[config.mk]
export PLATFORM = sky130hd
export DESIGN_NAME = i2c_master_register_read
export DESIGN_NICKNAME = d
export VERILOG_FILES = /design/src/hw/rtl/i2cmrr_pkg.sv /design/src/hw/rtl/i2cmrr_seq.sv /design/src/hw/rtl/i2cmrr_out.sv /design/src/hw/rtl/i2c_master_register_read.sv
export SDC_FILE = /design/constraint.sdc
export NUM_CORES = 1
export LEC_CHECK = 0
export BUFFER_PORTS_ARGS = -buffer_cell sky130_fd_sc_hd__buf_2
export CORE_ASPECT_RATIO = 1.5
export CORE_MARGIN = 5
export CORE_UTILIZATION = 45
export DETAILED_ROUTE_END_ITERATION = 8
export SETUP_SLACK_MARGIN = 0.1
export SLEW_MARGIN = 20
export SYNTH_ARGS = -nofsm -noshare
export SYNTH_HDL_FRONTEND = slang
export SYNTH_SLANG_ARGS = --single-unit
[constraint.sdc]
create_clock -name clock -period 5.8 [get_ports clock]
set_input_delay 0.29 -clock clock [delete_from_list [all_inputs] [get_ports clock]]
set_output_delay 0.29 -clock clock [all_outputs]
set_load 0.02 [all_outputs]
[src/hw/rtl/i2cmrr_pkg.sv]
// Shared types and constants for the I2C register-read master.
package i2cmrr_pkg;

   localparam int AddrWidth  = 7;
   localparam int ByteWidth  = 8;
   localparam int CountWidth = 16;
   localparam int ReqDataWidth = 24;
   localparam int RspDataWidth = 32;

   // One-hot sequencer states.
   typedef enum logic [12:0] {
      ST_IDLE  = 13'b0000000000001,
      ST_START = 13'b0000000000010,
      ST_TXA   = 13'b0000000000100,
      ST_ACKA  = 13'b0000000001000,
      ST_TXR   = 13'b0000000010000,
      ST_ACKR  = 13'b0000000100000,
      ST_RS    = 13'b0000001000000,
      ST_TXB   = 13'b0000010000000,
      ST_ACKB  = 13'b0000100000000,
      ST_RX    = 13'b0001000000000,
      ST_RXACK = 13'b0010000000000,
      ST_STOP  = 13'b0100000000000,
      ST_STOPF = 13'b1000000000000
   } seq_state_type;

   localparam logic CMD_TICK  = 1'b0;
   localparam logic CMD_BEGIN = 1'b1;

   localparam logic [1:0] PH_0 = 2'd0;
   localparam logic [1:0] PH_1 = 2'd1;
   localparam logic [1:0] PH_2 = 2'd2;
   localparam logic [1:0] PH_3 = 2'd3;

   localparam logic [2:0] LAST_BIT = 3'd7;

   typedef struct packed {
      logic                  cmd;
      logic [AddrWidth-1:0]  dev_addr;
      logic [ByteWidth-1:0]  reg_addr;
      logic [ByteWidth-1:0]  byte_count;
      logic                  sda_sample;
   } req_type;

   typedef struct packed {
      logic                  scl_release;
      logic                  sda_release;
      logic                  rx_valid;
      logic [ByteWidth-1:0]  rx_byte;
      logic                  rx_last;
      logic                  busy_res;
      logic                  done_res;
      logic                  success;
      logic [CountWidth-1:0] error_count;
   } rsp_type;

endpackage

[src/hw/rtl/i2cmrr_seq.sv]
// Transaction sequencer: bus state and the result for one word.
module i2cmrr_seq (
   input  logic               clock,
   input  logic               reset,
   input  logic               fire,
   input  i2cmrr_pkg::req_type item,
   output i2cmrr_pkg::rsp_type result
);

   i2cmrr_pkg::seq_state_type state_ff, state_in;
   logic [1:0]  phase_ff, phase_in;
   logic [2:0]  bit_ff, bit_in;
   logic [7:0]  shift_ff, shift_in;
   logic [7:0]  bytes_ff, bytes_in;
   logic [6:0]  addr_ff, addr_in;
   logic [7:0]  reg_ff, reg_in;
   logic [15:0] errors_ff, errors_in;
   logic        scl_ff, scl_in;
   logic        sda_ff, sda_in;
   logic [7:0]  bytes_dec;
   logic [7:0]  rx_shift;
   logic        rv, rl, dn, ok;

   assign bytes_dec = bytes_ff - 8'd1;
   assign rx_shift  = {shift_ff[6:0], item.sda_sample};

   always_comb begin
      state_in  = state_ff;
      phase_in  = phase_ff;
      bit_in    = bit_ff;
      shift_in  = shift_ff;
      bytes_in  = bytes_ff;
      addr_in   = addr_ff;
      reg_in    = reg_ff;
      errors_in = errors_ff;
      scl_in    = scl_ff;
      sda_in    = sda_ff;
      rv = 1'b0;
      rl = 1'b0;
      dn = 1'b0;
      ok = 1'b0;
      if (state_ff == i2cmrr_pkg::ST_IDLE) begin
         if (item.cmd == i2cmrr_pkg::CMD_BEGIN) begin
            addr_in  = item.dev_addr;
            reg_in   = item.reg_addr;
            bytes_in = item.byte_count;
            scl_in   = 1'b1;
            sda_in   = 1'b1;
            state_in = i2cmrr_pkg::ST_START;
            phase_in = i2cmrr_pkg::PH_1;
            bit_in   = '0;
         end
      end else if (item.cmd == i2cmrr_pkg::CMD_TICK) begin
         case (state_ff)
            i2cmrr_pkg::ST_START: begin
               // SDA must follow what we drive; otherwise abort without STOP
               if ((!phase_ff[1] && !item.sda_sample) || (phase_ff[1] && item.sda_sample)) begin
                  scl_in   = 1'b1;
                  sda_in   = 1'b1;
                  state_in = i2cmrr_pkg::ST_IDLE;
                  phase_in = i2cmrr_pkg::PH_0;
                  dn       = 1'b1;
               end else if (!phase_ff[1]) begin
                  scl_in   = 1'b1;
                  sda_in   = 1'b0;
                  phase_in = i2cmrr_pkg::PH_2;
               end else begin
                  scl_in   = 1'b0;
                  sda_in   = 1'b0;
                  state_in = i2cmrr_pkg::ST_TXA;
                  shift_in = {addr_ff, 1'b0};
                  bit_in   = '0;
                  phase_in = i2cmrr_pkg::PH_0;
               end
            end
            i2cmrr_pkg::ST_TXA, i2cmrr_pkg::ST_TXR, i2cmrr_pkg::ST_TXB: begin
               if (phase_ff == i2cmrr_pkg::PH_0) begin
                  scl_in   = 1'b0;
                  phase_in = i2cmrr_pkg::PH_1;
               end else if (phase_ff == i2cmrr_pkg::PH_1) begin
                  scl_in   = 1'b0;
                  sda_in   = shift_ff[7];
                  shift_in = {shift_ff[6:0], 1'b0};
                  phase_in = i2cmrr_pkg::PH_2;
               end else begin
                  scl_in   = 1'b1;
                  phase_in = i2cmrr_pkg::PH_0;
                  if (bit_ff != i2cmrr_pkg::LAST_BIT) begin
                     bit_in = bit_ff + 3'd1;
                  end else if (state_ff == i2cmrr_pkg::ST_TXA) begin
                     state_in = i2cmrr_pkg::ST_ACKA;
                  end else if (state_ff == i2cmrr_pkg::ST_TXR) begin
                     state_in = i2cmrr_pkg::ST_ACKR;
                  end else begin
                     state_in = i2cmrr_pkg::ST_ACKB;
                  end
               end
            end
            i2cmrr_pkg::ST_ACKA, i2cmrr_pkg::ST_ACKR, i2cmrr_pkg::ST_ACKB: begin
               case (phase_ff)
                  i2cmrr_pkg::PH_0: begin
                     scl_in   = 1'b0;
                     phase_in = i2cmrr_pkg::PH_1;
                  end
                  i2cmrr_pkg::PH_1: begin
                     scl_in   = 1'b0;
                     sda_in   = 1'b1;
                     phase_in = i2cmrr_pkg::PH_2;
                  end
                  i2cmrr_pkg::PH_2: begin
                     scl_in   = 1'b1;
                     sda_in   = 1'b1;
                     phase_in = i2cmrr_pkg::PH_3;
                  end
                  default: begin
                     scl_in   = 1'b0;
                     sda_in   = 1'b1;
                     phase_in = i2cmrr_pkg::PH_0;
                     if (state_ff == i2cmrr_pkg::ST_ACKA) begin
                        // only the address ACK is checked
                        if (item.sda_sample) begin
                           errors_in = errors_ff + 16'd1;
                           state_in  = i2cmrr_pkg::ST_STOPF;
                        end else begin
                           state_in = i2cmrr_pkg::ST_TXR;
                           shift_in = reg_ff;
                           bit_in   = '0;
                        end
                     end else if (state_ff == i2cmrr_pkg::ST_ACKR) begin
                        state_in = i2cmrr_pkg::ST_RS;
                     end else if (bytes_ff != 8'd0) begin
                        state_in = i2cmrr_pkg::ST_RX;
                        bit_in   = '0;
                        shift_in = '0;
                     end else begin
                        state_in = i2cmrr_pkg::ST_STOP;
                     end
                  end
               endcase
            end
            i2cmrr_pkg::ST_RS: begin
               if (phase_ff == i2cmrr_pkg::PH_0) begin
                  scl_in   = 1'b1;
                  sda_in   = 1'b1;
                  phase_in = i2cmrr_pkg::PH_1;
               end else if (phase_ff == i2cmrr_pkg::PH_1) begin
                  scl_in   = 1'b1;
                  sda_in   = 1'b0;
                  phase_in = i2cmrr_pkg::PH_2;
               end else begin
                  scl_in   = 1'b0;
                  sda_in   = 1'b0;
                  state_in = i2cmrr_pkg::ST_TXB;
                  shift_in = {addr_ff, 1'b1};
                  bit_in   = '0;
                  phase_in = i2cmrr_pkg::PH_0;
               end
            end
            i2cmrr_pkg::ST_RX: begin
               if (phase_ff == i2cmrr_pkg::PH_0) begin
                  // sample of the previous high phase lands here
                  if (bit_ff != 3'd0) begin
                     shift_in = rx_shift;
                  end
                  scl_in   = 1'b0;
                  sda_in   = 1'b1;
                  phase_in = i2cmrr_pkg::PH_1;
               end else begin
                  scl_in   = 1'b1;
                  sda_in   = 1'b1;
                  phase_in = i2cmrr_pkg::PH_0;
                  if (bit_ff != i2cmrr_pkg::LAST_BIT) begin
                     bit_in = bit_ff + 3'd1;
                  end else begin
                     state_in = i2cmrr_pkg::ST_RXACK;
                  end
               end
            end
            i2cmrr_pkg::ST_RXACK: begin
               case (phase_ff)
                  i2cmrr_pkg::PH_0: begin
                     shift_in = rx_shift;
                     scl_in   = 1'b0;
                     sda_in   = 1'b1;
                     rv       = 1'b1;
                     rl       = (bytes_ff == 8'd1);
                     phase_in = i2cmrr_pkg::PH_1;
                  end
                  i2cmrr_pkg::PH_1: begin
                     // ACK all but the last byte
                     scl_in   = 1'b0;
                     sda_in   = !(bytes_ff > 8'd1);
                     phase_in = i2cmrr_pkg::PH_2;
                  end
                  i2cmrr_pkg::PH_2: begin
                     scl_in   = 1'b1;
                     phase_in = i2cmrr_pkg::PH_3;
                  end
                  default: begin
                     scl_in   = 1'b0;
                     phase_in = i2cmrr_pkg::PH_0;
                     bytes_in = bytes_dec;
                     if (bytes_dec == 8'd0) begin
                        state_in = i2cmrr_pkg::ST_STOP;
                     end else begin
                        state_in = i2cmrr_pkg::ST_RX;
                        bit_in   = '0;
                        shift_in = '0;
                     end
                  end
               endcase
            end
            i2cmrr_pkg::ST_STOP, i2cmrr_pkg::ST_STOPF: begin
               case (phase_ff)
                  i2cmrr_pkg::PH_0: begin
                     scl_in   = 1'b0;
                     phase_in = i2cmrr_pkg::PH_1;
                  end
                  i2cmrr_pkg::PH_1: begin
                     scl_in   = 1'b0;
                     sda_in   = 1'b0;
                     phase_in = i2cmrr_pkg::PH_2;
                  end
                  i2cmrr_pkg::PH_2: begin
                     scl_in   = 1'b1;
                     sda_in   = 1'b0;
                     phase_in = i2cmrr_pkg::PH_3;
                  end
                  default: begin
                     scl_in   = 1'b1;
                     sda_in   = 1'b1;
                     dn       = 1'b1;
                     ok       = (state_ff == i2cmrr_pkg::ST_STOP);
                     state_in = i2cmrr_pkg::ST_IDLE;
                     phase_in = i2cmrr_pkg::PH_0;
                  end
               endcase
            end
            default: begin
               state_in = i2cmrr_pkg::ST_IDLE;
               phase_in = i2cmrr_pkg::PH_0;
            end
         endcase
      end
   end

   always_comb begin
      result.scl_release = scl_in;
      result.sda_release = sda_in;
      result.rx_valid    = rv;
      result.rx_byte     = rv ? rx_shift : 8'd0;
      result.rx_last     = rl;
      result.busy_res    = (state_in != i2cmrr_pkg::ST_IDLE);
      result.done_res    = dn;
      result.success     = ok;
      result.error_count = errors_in;
   end

   always_ff @(posedge clock) begin
      if (reset) begin
         state_ff  <= i2cmrr_pkg::ST_IDLE;
         phase_ff  <= '0;
         bit_ff    <= '0;
         shift_ff  <= '0;
         bytes_ff  <= '0;
         addr_ff   <= '0;
         reg_ff    <= '0;
         errors_ff <= '0;
         scl_ff    <= 1'b1;
         sda_ff    <= 1'b1;
      end else if (fire) begin
         state_ff  <= state_in;
         phase_ff  <= phase_in;
         bit_ff    <= bit_in;
         shift_ff  <= shift_in;
         bytes_ff  <= bytes_in;
         addr_ff   <= addr_in;
         reg_ff    <= reg_in;
         errors_ff <= errors_in;
         scl_ff    <= scl_in;
         sda_ff    <= sda_in;
      end
   end

endmodule

[src/hw/rtl/i2cmrr_out.sv]
// Result register holding one response word until taken.
module i2cmrr_out (
   input  logic                clock,
   input  logic                reset,
   input  logic                load,
   input  i2cmrr_pkg::rsp_type data,
   output logic                can_load,
   output logic                rsp_tvalid,
   input  logic                rsp_tready,
   output i2cmrr_pkg::rsp_type rsp_word
);

   logic                valid_ff, valid_in;
   i2cmrr_pkg::rsp_type data_ff;

   assign can_load   = !valid_ff || rsp_tready;
   assign valid_in   = load || (valid_ff && !rsp_tready);
   assign rsp_tvalid = valid_ff;
   assign rsp_word   = data_ff;

   always_ff @(posedge clock) begin
      if (reset) begin
         valid_ff <= 1'b0;
      end else begin
         valid_ff <= valid_in;
      end
   end

   always_ff @(posedge clock) begin
      if (load) begin
         data_ff <= data;
      end
   end

endmodule

[src/hw/rtl/i2c_master_register_read.sv]
// Top level of the I2C master register-read sequencer.
//
//  channel | dir | handshake              | word
//  req     | in  | req_tvalid/req_tready  | tdata: dev_addr, reg_addr, byte_count,
//          |     |                        |   sda_sample; tuser: cmd
//  rsp     | out | rsp_tvalid/rsp_tready  | tdata: line drive, rx byte, status,
//          |     |                        |   error count; tlast: rx_last
//
// Every request word gives exactly one response word. A word is taken into
// the input register, evaluated against the bus state and moved into the
// result register; one word per cycle is sustained while rsp_tready is high.
// The rate is set by the combinational next-state logic of the sequencer.
// Reset releases both lines, clears the NACK counter and returns to idle.
// A stalled response holds the result register; the input register still
// takes one more word, after which req_tready drops until the stall clears.
module i2c_master_register_read (
   input  logic        clock,
   input  logic        reset,
   input  logic        req_tvalid,
   output logic        req_tready,
   // [6:0] dev_addr, [14:7] reg_addr, [22:15] byte_count, [23] sda_sample
   input  logic [i2cmrr_pkg::ReqDataWidth-1:0] req_tdata,
   // [0] cmd
   input  logic        req_tuser,
   output logic        rsp_tvalid,
   input  logic        rsp_tready,
   // [0] scl_release, [1] sda_release, [2] rx_valid, [10:3] rx_byte,
   // [11] busy_res, [12] done_res, [13] success, [29:14] error_count, [31:30] zero
   output logic [i2cmrr_pkg::RspDataWidth-1:0] rsp_tdata,
   output logic        rsp_tlast
);

   // input register
   logic                stage_valid_ff, stage_valid_in;
   i2cmrr_pkg::req_type stage_ff;
   i2cmrr_pkg::rsp_type result;
   i2cmrr_pkg::rsp_type rsp_word;
   logic                can_load;
   logic                advance;
   logic                req_fire;

   assign advance    = stage_valid_ff && can_load;
   assign req_tready = !stage_valid_ff || advance;
   assign req_fire   = req_tvalid && req_tready;
   assign stage_valid_in = req_fire || (stage_valid_ff && !advance);

   always_ff @(posedge clock) begin
      if (reset) begin
         stage_valid_ff <= 1'b0;
      end else begin
         stage_valid_ff <= stage_valid_in;
      end
   end

   always_ff @(posedge clock) begin
      if (req_fire) begin
         stage_ff.cmd        <= req_tuser;
         stage_ff.dev_addr   <= req_tdata[6:0];
         stage_ff.reg_addr   <= req_tdata[14:7];
         stage_ff.byte_count <= req_tdata[22:15];
         stage_ff.sda_sample <= req_tdata[23];
      end
   end

   // bus state advances only when the word moves to the result register
   i2cmrr_seq u_seq (
      .clock  (clock),
      .reset  (reset),
      .fire   (advance),
      .item   (stage_ff),
      .result (result)
   );

   i2cmrr_out u_out (
      .clock      (clock),
      .reset      (reset),
      .load       (advance),
      .data       (result),
      .can_load   (can_load),
      .rsp_tvalid (rsp_tvalid),
      .rsp_tready (rsp_tready),
      .rsp_word   (rsp_word)
   );

   assign rsp_tdata = {2'b00, rsp_word.error_count, rsp_word.success, rsp_word.done_res,
                       rsp_word.busy_res, rsp_word.rx_byte, rsp_word.rx_valid,
                       rsp_word.sda_release, rsp_word.scl_release};
   assign rsp_tlast = rsp_word.rx_last;

   // a finished transaction is never reported busy
   a_done_not_busy : assert property (@(posedge clock) disable iff (reset)
      rsp_tvalid |-> !(rsp_word.done_res && rsp_word.busy_res))
      else $error("done and busy in one response word");

   // success and last-byte flags only with their qualifiers
   a_flag_qual : assert property (@(posedge clock) disable iff (reset)
      rsp_tvalid |-> ((!rsp_word.success || rsp_word.done_res) &&
                      (!rsp_word.rx_last || rsp_word.rx_valid)))
      else $error("status flag without its qualifier");

   // the input register is never overwritten while its word is stuck
   a_no_overrun : assert property (@(posedge clock) disable iff (reset)
      req_fire |-> (!stage_valid_ff || advance))
      else $error("input register overrun");

   // the NACK counter moves by at most one per evaluated word
   a_err_step : assert property (@(posedge clock) disable iff (reset)
      (advance && $past(advance) && !$past(reset)) |=>
      (rsp_word.error_count == $past(rsp_word.error_count) ||
       rsp_word.error_count == $past(rsp_word.error_count) + 16'd1))
      else $error("error count jumped");

endmodule
Word-level counts from Yosys, hierarchy flattened:

Cells that the tools add are included.

* bits in registers: 125
* output and inout bits: 35

* bitwise logic cells: 5
* reduce and logical (&&, ||, !) cells: 42
* add/subtract/negate cells: 3
* order comparisons: 1
* eq/ne operators: 48
* multiplexer cells: 108

Operators by type and width (count)
* $mux 13: 19
* $mux 8: 19
* $mux 16: 6
* $pmux 13 s7: 1
* $mux 3: 18
* $pmux 8 s6: 1
* $ne 3x3->1 const B: 11
* $mux 1: 25
* $mux 12: 2
* $pmux 3 s6: 1
* $reduce_and 18->1: 1
* $reduce_and 17->1: 1
* $add 16x1->16 const B: 1
* $pmux 8 s2: 1
* $mux 2: 7
* $ne 2x2->1 const B: 7
* $eq 13x1->1 const B: 1
* $eq 13x10->1 const B: 1
* $eq 13x11->1 const B: 1
* $eq 13x12->1 const B: 1
* $eq 13x13->1 const B: 1
* $eq 13x2->1 const B: 1
* $eq 13x3->1 const B: 1
* $eq 13x4->1 const B: 1
* 41 further kinds: 78

Depth between registers and ports, before layout:

Gate-level depths: netlist (run 1).

* word-level depth: 10
* gate-level depth with buffers: 11
* depth with buffers taken out: 9

Cells and area by module:

Synthesis (run 1) repeated with hierarchy kept, for this count alone.

* cells, all modules: 702
* area, all modules: 6623.9 µm²

By module, submodules not included
* i2cmrr_seq: times used 1, area an instance 4814.6 µm², cells each 633
* i2cmrr_out: times used 1, area an instance 977.2 µm², cells each 35
* i2c_master_register_read: times used 1, area an instance 832.0 µm², cells each 34

Worst setup path before layout (run 1):

OpenSTA, ideal clock, no wires.

* path type: reg2reg
* start: reg u_out.valid_ff (netlist: u_out.rsp_tvalid)
* end: reg u_seq.state_ff[5]
* stages on the path, launching flop included: 8
* library setup time: 135 ps
* data required time: 5665 ps
* clock period less this slack: 2991 ps
* arrival time: 2856 ps
* slack: 2809 ps
* cells stage by stage: dfxtp_1 nor2b_1 nand2b_1 inv_1 clkbuf_1 o21ai_0 o311ai_0 o21ai_0

* word-level cells in the longest chain between the ends: 3

Ends and longest elaborated chain
* start: declaration: line i2cmrr_out.sv:13 `logic valid_ff, valid_in;`
* start signal: assignment: line i2cmrr_out.sv:25 `valid_ff <= valid_in;`
* $logic_not 1->1: line i2cmrr_out.sv:16 `assign can_load = !valid_ff || rsp_tready;`
* $logic_or 1x1->1: line i2cmrr_out.sv:16
* $logic_and 1x1->1: line i2c_master_register_read.sv:42 `assign advance = stage_valid_ff && can_load;`
* named net advance: line i2c_master_register_read.sv:39 `logic advance;`
* end signal: assignment: line i2cmrr_seq.sv:261 `state_ff <= i2cmrr_pkg::ST_IDLE;`
* end signal: assignment: line i2cmrr_seq.sv:272 `state_ff <= state_in;`
* end: declaration: line i2cmrr_seq.sv:10 `i2cmrr_pkg::seq_state_type state_ff, state_in;`

The timed path passes the listed nets, and every way through them passes these cells.
A chain may end at the register's enable or synchronous reset.

Final worst setup path (run 1):

* start: reg u_seq.state_ff[5]
* end: reg u_seq.bit_ff[1]

* word-level cells in the longest chain between the ends: 6
* elaborated cells on any way between the ends: 35
* those cells by class: eq/ne: 26; mux: 5; reduce/logical: 4

Ends and longest elaborated chain
* $eq 13x4->1: line i2cmrr_seq.sv:54, i2cmrr_seq.sv:119
* $mux 3: line i2cmrr_seq.sv:119 `if (state_ff == i2cmrr_pkg::ST_ACKA) begin`
* $mux 3: line i2cmrr_seq.sv:100 `case (phase_ff)`
* $pmux 3 s6: line i2cmrr_seq.sv:54 `case (state_ff)`
* $mux 3: line i2cmrr_seq.sv:53 `end else if (item.cmd == i2cmrr_pkg::CMD_TICK) begin`
* $mux 3: line i2cmrr_seq.sv:42 `if (state_ff == i2cmrr_pkg::ST_IDLE) begin`
* end signal: assignment: line i2cmrr_seq.sv:274 `bit_ff <= bit_in;`
* end: declaration: line i2cmrr_seq.sv:12 `logic [2:0] bit_ff, bit_in;`

Several ways; a longest one is shown, not always the timed one. The select of a mux whose other input is x is not followed.

==> results of run 1 <==
-- cells in the mapped netlist, drive strengths merged (9+ instances only) --
library cell and instances:
nand2 79, dfxtp 69, nor2 59, edfxtp 56, a21oi 50, o21ai 39, clkbuf 25, xnor2 21
inv 20, nor3 18, ha 17, nor4 17, nand2b 16, nor2b 16, buf 15, nand4 14
and2 13, a31oi 12, nand3 12, xor2 12, mux2 11, o31ai 9
-- power by group --
group          internal [mW]  switching [mW]  total [mW]  leakage [nW]
sequential             0.951          0.0199       0.970          1.08
combinational         0.0532           0.120       0.174          1.39
clock                  0.642           0.418        1.06         0.283
-- flip-flops by register name (all words and copies together) (netlist names), 2 cells and up --
name and count:
u_out.rsp_word 31, stage_ff 25, u_seq.errors_ff 16, u_seq.state_ff 13, u_seq.bytes_ff 8, u_seq.reg_ff 8, u_seq.shift_ff 8, u_seq.addr_ff 7
u_seq.bit_ff 3, u_seq.phase_ff 2
-- worst max-delay path, stage by stage, from the launching register on --
cell,delay [ps]
dfxtp_1,420
nor4_1,780
nand3_1,660
ha_1,430
a2111oi_0,450
or4bb_1,530
o2111ai_1,250
o21ai_0,110
-- final cells by class --
cell class | count | share of cell area (%)
Tap cell | 192 | 3.24
Clock buffer | 18 | 5.78
Multi-Input combinational cell | 499 | 41.9
Sequential cell | 125 | 41.3
Timing Repair Buffer | 66 | 4.62
Inverter | 20 | 1.01
Clock inverter | 14 | 2.14
-- per-layer routing --
metal	global-route usage, %	vias up
met2	35.7	170
li1	-	2561
met1	22.9	2493
met3	4.04	39
met5	0	-
met4	9.87	0
-- through the flow --
| stage | setup WS, ps | instances | power, mW |
|---|---|---|---|
| detailed placement | 2170 | 902 | 1.16 |
| finish | 2050 | 934 | 2.20 |
| global placement | 2270 | 902 | 1.16 |
| global route | 1750 | 934 | 2.29 |
| CTS | 2100 | 934 | 2.22 |
| floorplan | 2810 | 684 | 1.10 |
-- cell families after synthesis --
group           synth area share (%)
compound gates                  14.8
other cells                   0.0585
buf+inv                         3.94
simple gates                    23.3
fa+ha+maj                       3.32
mux                             2.24
xor+xnor                        4.51
flops                           47.7
-- worst max-delay path by stage --
| stage | start | endpoint | slack (ps) | depth (start not counted) |
|---|---|---|---|---|
| 5_1_grt | u_seq.state_ff[5] | u_seq.bit_ff[0] | 1750 | 7 |
| 4_1_cts | u_seq.state_ff[5] | u_seq.bit_ff[1] | 2100 | 7 |
| 3_3_place_gp | u_seq.state_ff[5] | u_seq.bit_ff[2] | 2270 | 7 |
| 3_5_place_dp | u_seq.state_ff[5] | u_seq.bit_ff[1] | 2170 | 7 |
| 6_report | u_seq.state_ff[5] | u_seq.bit_ff[1] | 2050 | 7 |
| 2_1_floorplan | u_out.rsp_tvalid | u_seq.state_ff[5] | 2810 | 7 |
==> flow_summary_export.csv, run 1 <==
group,metric,value,unit
outcome,outcome,"finished clean",
setup_path,rr_worst_depth,7,
final_layout,design_area,0.00742,mm2
cts,cts_setup_buffers,0,
sta,worst_slew_pin_slew,1010,ps
sta,final_max_slew_viol_count,0,
place,io_buffer_count,61,
global_routing,grt_pass1_vias,5266,
cts,cts_htree_levels,4,
final_layout,n_fill_cell,1308,
global_routing,grt_pass1_wl,26600,um
routing,ant_nets,0,
sta,setup_violations,0,
final_layout,drive_gt1_share,17.3,%
sta,min_period,3750,ps
cts,cts_tree,"yes",
routing,wire_per_inst,17.5,um
final_layout,area_growth_syn_to_layout,15.7,%
synth,syn_avg_cell_area,9.39,um2
cts,cts_buffers,17,
sta,slew_headroom,32.3,%
synth,ys_warn_count,0,
sta,fin_tns_setup,0,ps
global_routing,grt_use_total,20.1,%
synth,ys_top_cells_by_area,"edfxtp_1 (26%), dfxtp_1 (22%), nand2_1 (4.6%)",
routing,drtIter0Drc,310,
synth,seq_area_frac_synth,47.7,%
cts,cts_hold_repair.buffers,0,
setup_path,start_kind,"flop",
synth,synthArstFlopShare,0,%
routing,wl,16300,um
floorplan,dieWidth,107,um
final_layout,final-seq-area,0.00306,mm2
floorplan,ios,64,
synth,ys_ff_latch,125,
final_layout,nets,775,
floorplan,initial_core_util,45.8,%
final_layout,multiInputGateArea,0.00311,mm2
place,placedInstanceArea,0.00683,mm2
synth,synth_area_leader_cell,"edfxtp_1",
synth,syn_inst,683,
setup_path,r2r_slack,2050,ps
routing,met2_length,8430,um
synth,ys_types,65,
routing,drc,0,
floorplan,core,0.0140,mm2
final_layout,mostFrequentLayoutCells,"nand2_1 (79), dfxtp_1 (69), buf_2 (61)",
min_path,min_from,"req_tdata[19]",
sta,rsz0062_at_grt,"false",
cts,clockRootBuffer,"clkbuf_16",
floorplan,dieArea,0.0168,mm2
min_path,holdPathEnd,"stage_ff[5]",
floorplan,row_count,53,
sta,finalClockSkew,11.4,ps
setup_path,crit_required,6090,ps
final_layout,final_common_cell,"nand2_1",
routing,num_vias,5263,
min_path,min_path_cells,1,
routing,avgViaCountPerCell,5.63,
synth,syn_area,0.00641,mm2
final_layout,finish.utilization,53.0,%
cts,clock_path_buffers,2,
pwr,irDropWorstVdd,180,uV
floorplan,die_h,156,um
routing,wl_met1,6460,um
setup_path,crit_path_max_fanout,13,
min_path,hp-class,"in2reg",
global_routing,grt_max_degree,72,
sta,finalHoldViolations,0,
cts,clk_pin_slew,60,ps
pwr,leakage,2.76,nW
pwr,p_per_area,297,mW/mm2
final_layout,antenna_cells,0,
setup_path,critPathKind,"reg2reg",
sta,fin_crit_sh,64.6,%
place,dp_hpwl,11600,um
routing,met3WireLength,830,um
sta,fmax,0.267,GHz
setup_path,endpoint_kind,"flop",
synth,synth_top_cell_area_share,26.2,%
cts,clk_latency,410,ps
global_routing,grt_overflow,0,
setup_path,crit_arrival,4040,ps
routing,highest_layer,"met4",
cts,clock_sinks,125,
sta,holdWs,46.1,ps
cts,post_cts_resized,0,
synth,synth_ff_type,"dfxtp_1",
setup_path,worstReg2RegEnd,"u_seq.bit_ff[1]",
routing,first_pass_iters,5,
setup_path,r2r-start,"u_seq.state_ff[5]",
place,place_congestion,0.969,
synth,synth_edf_count,56,
run,cap_violations,0,
global_routing,antenna_found_initial,0,
(Power assumes the default switching activity.)
==> inputs of run 2 (changes only) <==
==> constraint.sdc (replaced) <==
create_clock -name clock -period 3.9 [get_ports clock]
set_input_delay 0.195 -clock clock [delete_from_list [all_inputs] [get_ports clock]]
set_output_delay 0.195 -clock clock [all_outputs]
set_load 0.02 [all_outputs]
==> run 2 against run 1 <==
Effect of this change:
- utilization rose by 2.2 points
- register-to-register slack got worse by 1400 ps
- critical path type unchanged
- largest power group unchanged
- clock power rose by 40%
- wire length rose by 5.2%
- maximum frequency rose by 17%
==> flow_summary_export.csv, run 2 (synthesis gave the netlist of run 1 again) <==
group,metric,value,unit
final_layout,antenna_cells,0,
place,dp_hpwl,12300,um
routing,drc,0,
routing,first_pass_iters,5,
pwr,seq_power_share,44.8,%
final_layout,largest_reg_flops,31,
routing,drtIter0Drc,351,
setup_path,cp_top_family,"simple AND/OR/NAND/NOR gates",
final_layout,mostFrequentLayoutCells,"nand2_1 (79), dfxtp_1 (69), buf_2 (61)",
sta,fmax,0.312,GHz
pwr,leakage,2.90,nW
final_layout,final_common_cell,"nand2_1",
setup_path,worstReg2RegEnd,"u_seq.shift_ff[4]",
cts,post_cts_resized,0,
floorplan,dieArea,0.0168,mm2
floorplan,ios,64,
final_layout,area_growth_syn_to_layout,20.5,%
setup_path,r2r_slack,700,ps
sta,finalClockSkew,10.3,ps
setup_path,critPathKind,"reg2reg",
pwr,p_int,2.35,mW
global_routing,grt_use_total,21.0,%
cts,clk_latency,420,ps
final_layout,finish.utilization,55.2,%
setup_path,crit_arrival,3510,ps
sta,fin_tns_setup,0,ps
cts,clock_path_buffers,2,
final_layout,drive_gt1_share,17.7,%
sta,min_period,3200,ps
pwr,fin_total_pwr,3.22,mW
sta,finalHoldViolations,0,
global_routing,grt_overflow,0,
place,io_buffer_count,61,
setup_path,max_stage_delay,740,ps
floorplan,die_h,156,um
floorplan,core,0.0140,mm2
sta,setup_violations,0,
setup_path,start_kind,"flop",
setup_path,r2r-start,"u_seq.state_ff[5]",
sta,fin_crit_sh,82.2,%
min_path,hp-class,"in2reg",
cts,clockRootBuffer,"clkbuf_16",
setup_path,crit_path_max_fanout,11,
place,place_congestion,0.947,
setup_path,rr_worst_depth,8,
setup_path,endpoint_kind,"flop",
cts,cts_buffers,17,
routing,wl,17200,um
setup_path,crit_buf_inv,1,
cts,clk_pin_slew,60,ps
pwr,clockPowerShare,46.0,%
global_routing,grt_pass1_wl,27600,um
floorplan,dieWidth,107,um
sta,slew_headroom,29.5,%
global_routing,grt_max_degree,42,
setup_path,crit_required,4210,ps
setup_path,cp_cell_sequence,"or4_1, nor4_4, buf_4, o21ai_0, o2111ai_2, nand4_2, a211oi_4, mux2_2",
pwr,power_frac_comb,9.1,%
routing,ant_nets,0,
final_layout,nets,813,
cts,cts_htree_levels,4,
pwr,sw_frac_of_total,26.9,%
routing,num_vias,5394,
sta,rsz0062_at_grt,"false",
sta,worst_slew_pin_slew,1060,ps
floorplan,initial_core_util,45.8,%
pwr,p_per_area,416,mW/mm2
floorplan,row_count,53,
setup_path,critical_path_cell_count,8,
cts,clock_sinks,125,
final_layout,n_fill_cell,1276,
outcome,outcome,"finished clean",
pwr,power_switching,0.867,mW
setup_path,slowest_stage,"or4_1",
setup_path,startpoint,"u_seq.state_ff[5]",
pwr,irDropWorstVdd,242,uV
global_routing,grt_pass1_vias,5277,
cts,cts_tree,"yes",
setup_path,crit_path_end,"u_seq.shift_ff[4]",
routing,avgViaCountPerCell,5.55,
routing,wire_per_inst,17.7,um
run,cap_violations,0,
global_routing,antenna_found_initial,0,
sta,final_max_slew_viol_count,0,
[run 2: stage by stage]
stage	cells	hold slack, ps	worst slack [ps]	instance area (um2)
floorplan	684	294	909	6420
global placement	914	371	751	6910
detailed placement	914	373	708	6910
CTS	972	86.3	703	7730
global route	972	124	538	7730
finish	972	91.4	695	7730
[run 2: tightest hold or removal path, delay by kind of cell]
| kind | cells | cell delay [ps] |
|---|---|---|
| AND/OR/NAND/NOR | 3 | 190 |
| buffers and inverters | 1 | 70 |
[run 2: per-layer routing]
metal / part of all wire [%] / global-route usage, %
met5: 0 / 0
met4: 2.3 / 8.84
met3: 4.7 / 3.80
met2: 53 / 37.7
met1: 40 / 24.2
[run 2: how the worst min path moves through the flow]
| stage | start | to | slack, ps | cells past startpoint |
|---|---|---|---|---|
| global route | rsp_tready | u_out.rsp_tvalid | 120 | 4 |
| floorplan | req_tdata[23] | stage_ff[0] | 290 | 0 |
| finish | rsp_tready | u_out.rsp_tvalid | 90 | 4 |
| global placement | req_tdata[23] | stage_ff[0] | 370 | 1 |
| CTS | rsp_tready | u_out.rsp_tvalid | 90 | 4 |
| detailed placement | req_tdata[17] | stage_ff[3] | 370 | 1 |
[run 2: what timing repair did]
action                                  in CTS  in global routing
setup buffers                                0                  0
hold buffers                                26                  0
hold endpoints to repair                    26                  0
endpoints found under the setup margin       0                  0
[run 2: power groups by stage]
stage / combinational [mW] / clock, mW / sequential (mW)
after CTS: 0.292 / 1.51 / 1.44
after global placement: 0.268 / 0 / 1.47
after floorplan: 0.162 / 0 / 1.48
after detailed placement: 0.271 / 0 / 1.47
final: 0.293 / 1.48 / 1.44
after global routing: 0.320 / 1.58 / 1.45
[run 2: area by class of cell]
class	count	area [um2]	share of cell area (%)
Sequential cell	125	3060	39.6
Timing Repair Buffer	104	693	8.97
Clock buffer	17	425	5.51
Clock inverter	15	128	1.65
Multi-Input combinational cell	499	3100	40.2
Tap cell	192	240	3.11
Inverter	20	75.1	0.972
==> inputs of run 3 (changes only) <==
--- a/config.mk
+++ b/config.mk
@@ -5,6 +5,7 @@
 export SDC_FILE = /design/constraint.sdc
 export NUM_CORES = 1
 export LEC_CHECK = 0
+export ABC_AREA = 1
 export BUFFER_PORTS_ARGS = -buffer_cell sky130_fd_sc_hd__buf_2
 export CORE_ASPECT_RATIO = 1.5
 export CORE_MARGIN = 5
==> constraint.sdc (replaced) <==
create_clock -name clock -period 3 [get_ports clock]
set_input_delay 0.15 -clock clock [delete_from_list [all_inputs] [get_ports clock]]
set_output_delay 0.15 -clock clock [all_outputs]
set_load 0.02 [all_outputs]
==> run 3 against run 2 <==
Effect of this change:
- largest power group unchanged
- clock-buffer cell count is the same
- global-route usage is 0.24 points lower
- power rose by 51%
- non-clock buffer count fell by 1
- die area up 7.2%
- sequential cell count is the same
- hold slack better by 140 ps
- final cell count is 24% higher
- combinational power rose by 110%
- largest cell class unchanged
- final area rose by 8.2%
- setup slack got worse by 360 ps
==> flow_summary_export.csv, run 3 <==
group,metric,value,unit
synth,synth_top_cell_area_share,24.3,%
synth,ys_types,50,
floorplan,ios,64,
synth,seq_area_frac_synth,44.3,%
synth,synthArstFlopShare,0,%
final_layout,drive_gt1_share,16.7,%
cts,cts_setup_buffers,0,
floorplan,dieWidth,111,um
floorplan,core,0.0151,mm2
setup_path,crit_required,3180,ps
cts,cts_buffers,17,
synth,synth_ff_type,"dfxtp_1",
synth,synthTopCellsByCount,"nand2_1 (165), inv_1 (126), nor2_1 (111), dfxtp_1 (69), o21ai_0 (59)",
routing,avgViaCountPerCell,5.09,
sta,fin_crit_sh,88.8,%
sta,fin_tns_setup,0,ps
pwr,p_per_area,580,mW/mm2
synth,synth_edf_count,56,
sta,worst_slew_pin_slew,917,ps
global_routing,grt_max_degree,48,
setup_path,crit_path_max_fanout,7,
sta,setup_violations,0,
setup_path,crit_arrival,2850,ps
sta,final_max_slew_viol_count,0,
pwr,power_switching,1.34,mW
place,place_congestion,0.925,
cts,clock_sinks,125,
sta,min_period,2660,ps
final_layout,largest_reg_flops,31,
pwr,leakage,3.79,nW
setup_path,r2r_slack,340,ps
place,dp_hpwl,13100,um
routing,ant_nets,0,
synth,syn_area,0.00692,mm2
cts,clk_latency,430,ps
routing,num_vias,6131,
sta,finalClockSkew,16.0,ps
sta,finalHoldViolations,0,
pwr,sw_frac_of_total,27.7,%
cts,clock_path_buffers,2,
pwr,irDropWorstVdd,498,uV
run,cap_violations,0,
final_layout,area_growth_syn_to_layout,20.9,%
sta,rsz0062_at_grt,"false",
routing,drc,0,
setup_path,start_kind,"flop",
cts,cts_htree_levels,4,
final_layout,antenna_cells,0,
global_routing,grt_pass1_wl,29700,um
cts,clk_pin_slew,70,ps
final_layout,finalNonFillerCells,1204,
synth,synth_area_leader_cell,"edfxtp_1",
final_layout,final_common_cell,"nand2_1",
final_layout,nets,1038,
place,dp.cells,1145,
synth,syn_inst,898,
place,io_buffer_count,61,
routing,first_pass_iters,7,
final_layout,n_fill_cell,1392,
synth,yosys.cell_count.top_type,"nand2_1",
sta,slew_headroom,38.8,%
floorplan,row_count,55,
floorplan,initial_core_util,45.9,%
pwr,seq_power_share,39.8,%
min_path,hp-class,"in2reg",
routing,wire_per_inst,15.0,um
synth,syn_avg_cell_area,7.70,um2
synth,ys_ff_latch,125,
floorplan,dieArea,0.0180,mm2
setup_path,endpoint_kind,"flop",
cts,cts_tree,"yes",
final_layout,mostFrequentLayoutCells,"nand2_1 (165), inv_1 (125), nor2_1 (110)",
pwr,power_frac_comb,12.9,%
synth,ys_top_cells_by_area,"edfxtp_1 (24%), dfxtp_1 (20%), nand2_1 (9.0%)",
sta,fmax,0.375,GHz
global_routing,grt_pass1_vias,6067,
routing,drtIter0Drc,331,
global_routing,grt_use_total,20.7,%
cts,clockRootBuffer,"clkbuf_16",
outcome,outcome,"finished clean",
pwr,p_int,3.51,mW
global_routing,antenna_found_initial,0,
floorplan,die_h,162,um
global_routing,grt_overflow,0,
routing,wl,18100,um
setup_path,critPathKind,"reg2reg",
synth,ys_warn_count,0,
pwr,clockPowerShare,47.3,%
==> run 3: timing repair <==
action,in CTS,in global routing
hold endpoints to repair,27,0
setup endpoints to repair,0,1
resized for setup,0,1
hold buffers,27,0
==> run 3: per-layer routing <==
| layer | routed length [um] | GRT usage [%] | up-vias |
|---|---|---|---|
| li1 | - | - | 3132 |
| met1 | 7310 | 23.4 | 2783 |
| met2 | 9150 | 36.3 | 167 |
| met3 | 801 | 4.25 | 49 |
| met4 | 822 | 11.7 | 0 |
| met5 | 0 | 0 | - |
==> run 3: power by group through the flow <==
stage	Clock (mW)	Sequential, mW	Combinational [mW]
2_1_floorplan	0	1.98	0.402
3_3_place_gp	0	1.97	0.599
3_5_place_dp	0	1.97	0.600
4_1_cts	2.34	1.93	0.629
5_1_grt	2.41	1.94	0.705
6_report	2.29	1.93	0.627
==> run 3: path summary, 6_finish.rpt <==
| path | from | to | cells after the start |
|---|---|---|---|
| min reg2reg | u_seq.addr_ff[6] | u_seq.addr_ff[6] | 2 |
| max reg2reg | u_seq.phase_ff[1] | u_out.rsp_word[18] | 14 |
| max | u_seq.phase_ff[1] | u_out.rsp_word[18] | 14 |
| min | reset | u_out.rsp_tvalid | 3 |
==> run 3: layout make-up <==
type | count | area [um2] | share of cell area [%]
Sequential cell | 125 | 3060 | 36.6
Timing Repair Buffer | 103 | 688 | 8.23
Multi-Input combinational cell | 608 | 3200 | 38.3
Tap cell | 199 | 249 | 2.98
Inverter | 137 | 514 | 6.15
Clock inverter | 15 | 220 | 2.63
Clock buffer | 17 | 425 | 5.09
==> run 3: stage by stage <==
| step | total power [mW] | worst slack, ps | instance area (um2) | util (%) | hold WS, ps |
|---|---|---|---|---|---|
| finish | 4.85 | 336 | 8360 | 55.5 | 229 |
| global route | 5.06 | 103 | 8360 | 55.5 | 226 |
| CTS | 4.90 | 257 | 8360 | 55.5 | 210 |
| detailed placement | 2.57 | 268 | 7450 | 49.4 | 328 |
| global placement | 2.57 | 217 | 7450 | 49.4 | 326 |
| floorplan | 2.39 | 780 | 6920 | - | 249 |
==> run 3: logic make-up after synthesis <==
| group | after synthesis | share of synthesized area (%) |
|---|---|---|
| other | 1 | 0.0542 |
| buffers and inverters | 166 | 9.50 |
| AND/OR/NAND/NOR | 403 | 26.7 |
| AO/OA/AOI/OAI | 166 | 13.8 |
| adder cells (fa/ha/maj) | 17 | 3.07 |
| XOR/XNOR | 17 | 2.15 |
| multiplexers | 3 | 0.434 |
| flip-flops | 125 | 44.3 |
==> run 3: critical path, stage by stage, from the launching register on <==
cell and delay, ps:
dfxtp_1 470, inv_1 200, ha_1 260, inv_1 210
nand2_1 250, nor2_2 260, a21oi_1 100, nand2_1 60
nand2_1 50, nand2_1 50, nand2_1 60, nor2_1 110
nand3_1 130, nor2_1 110, nand3_1 80
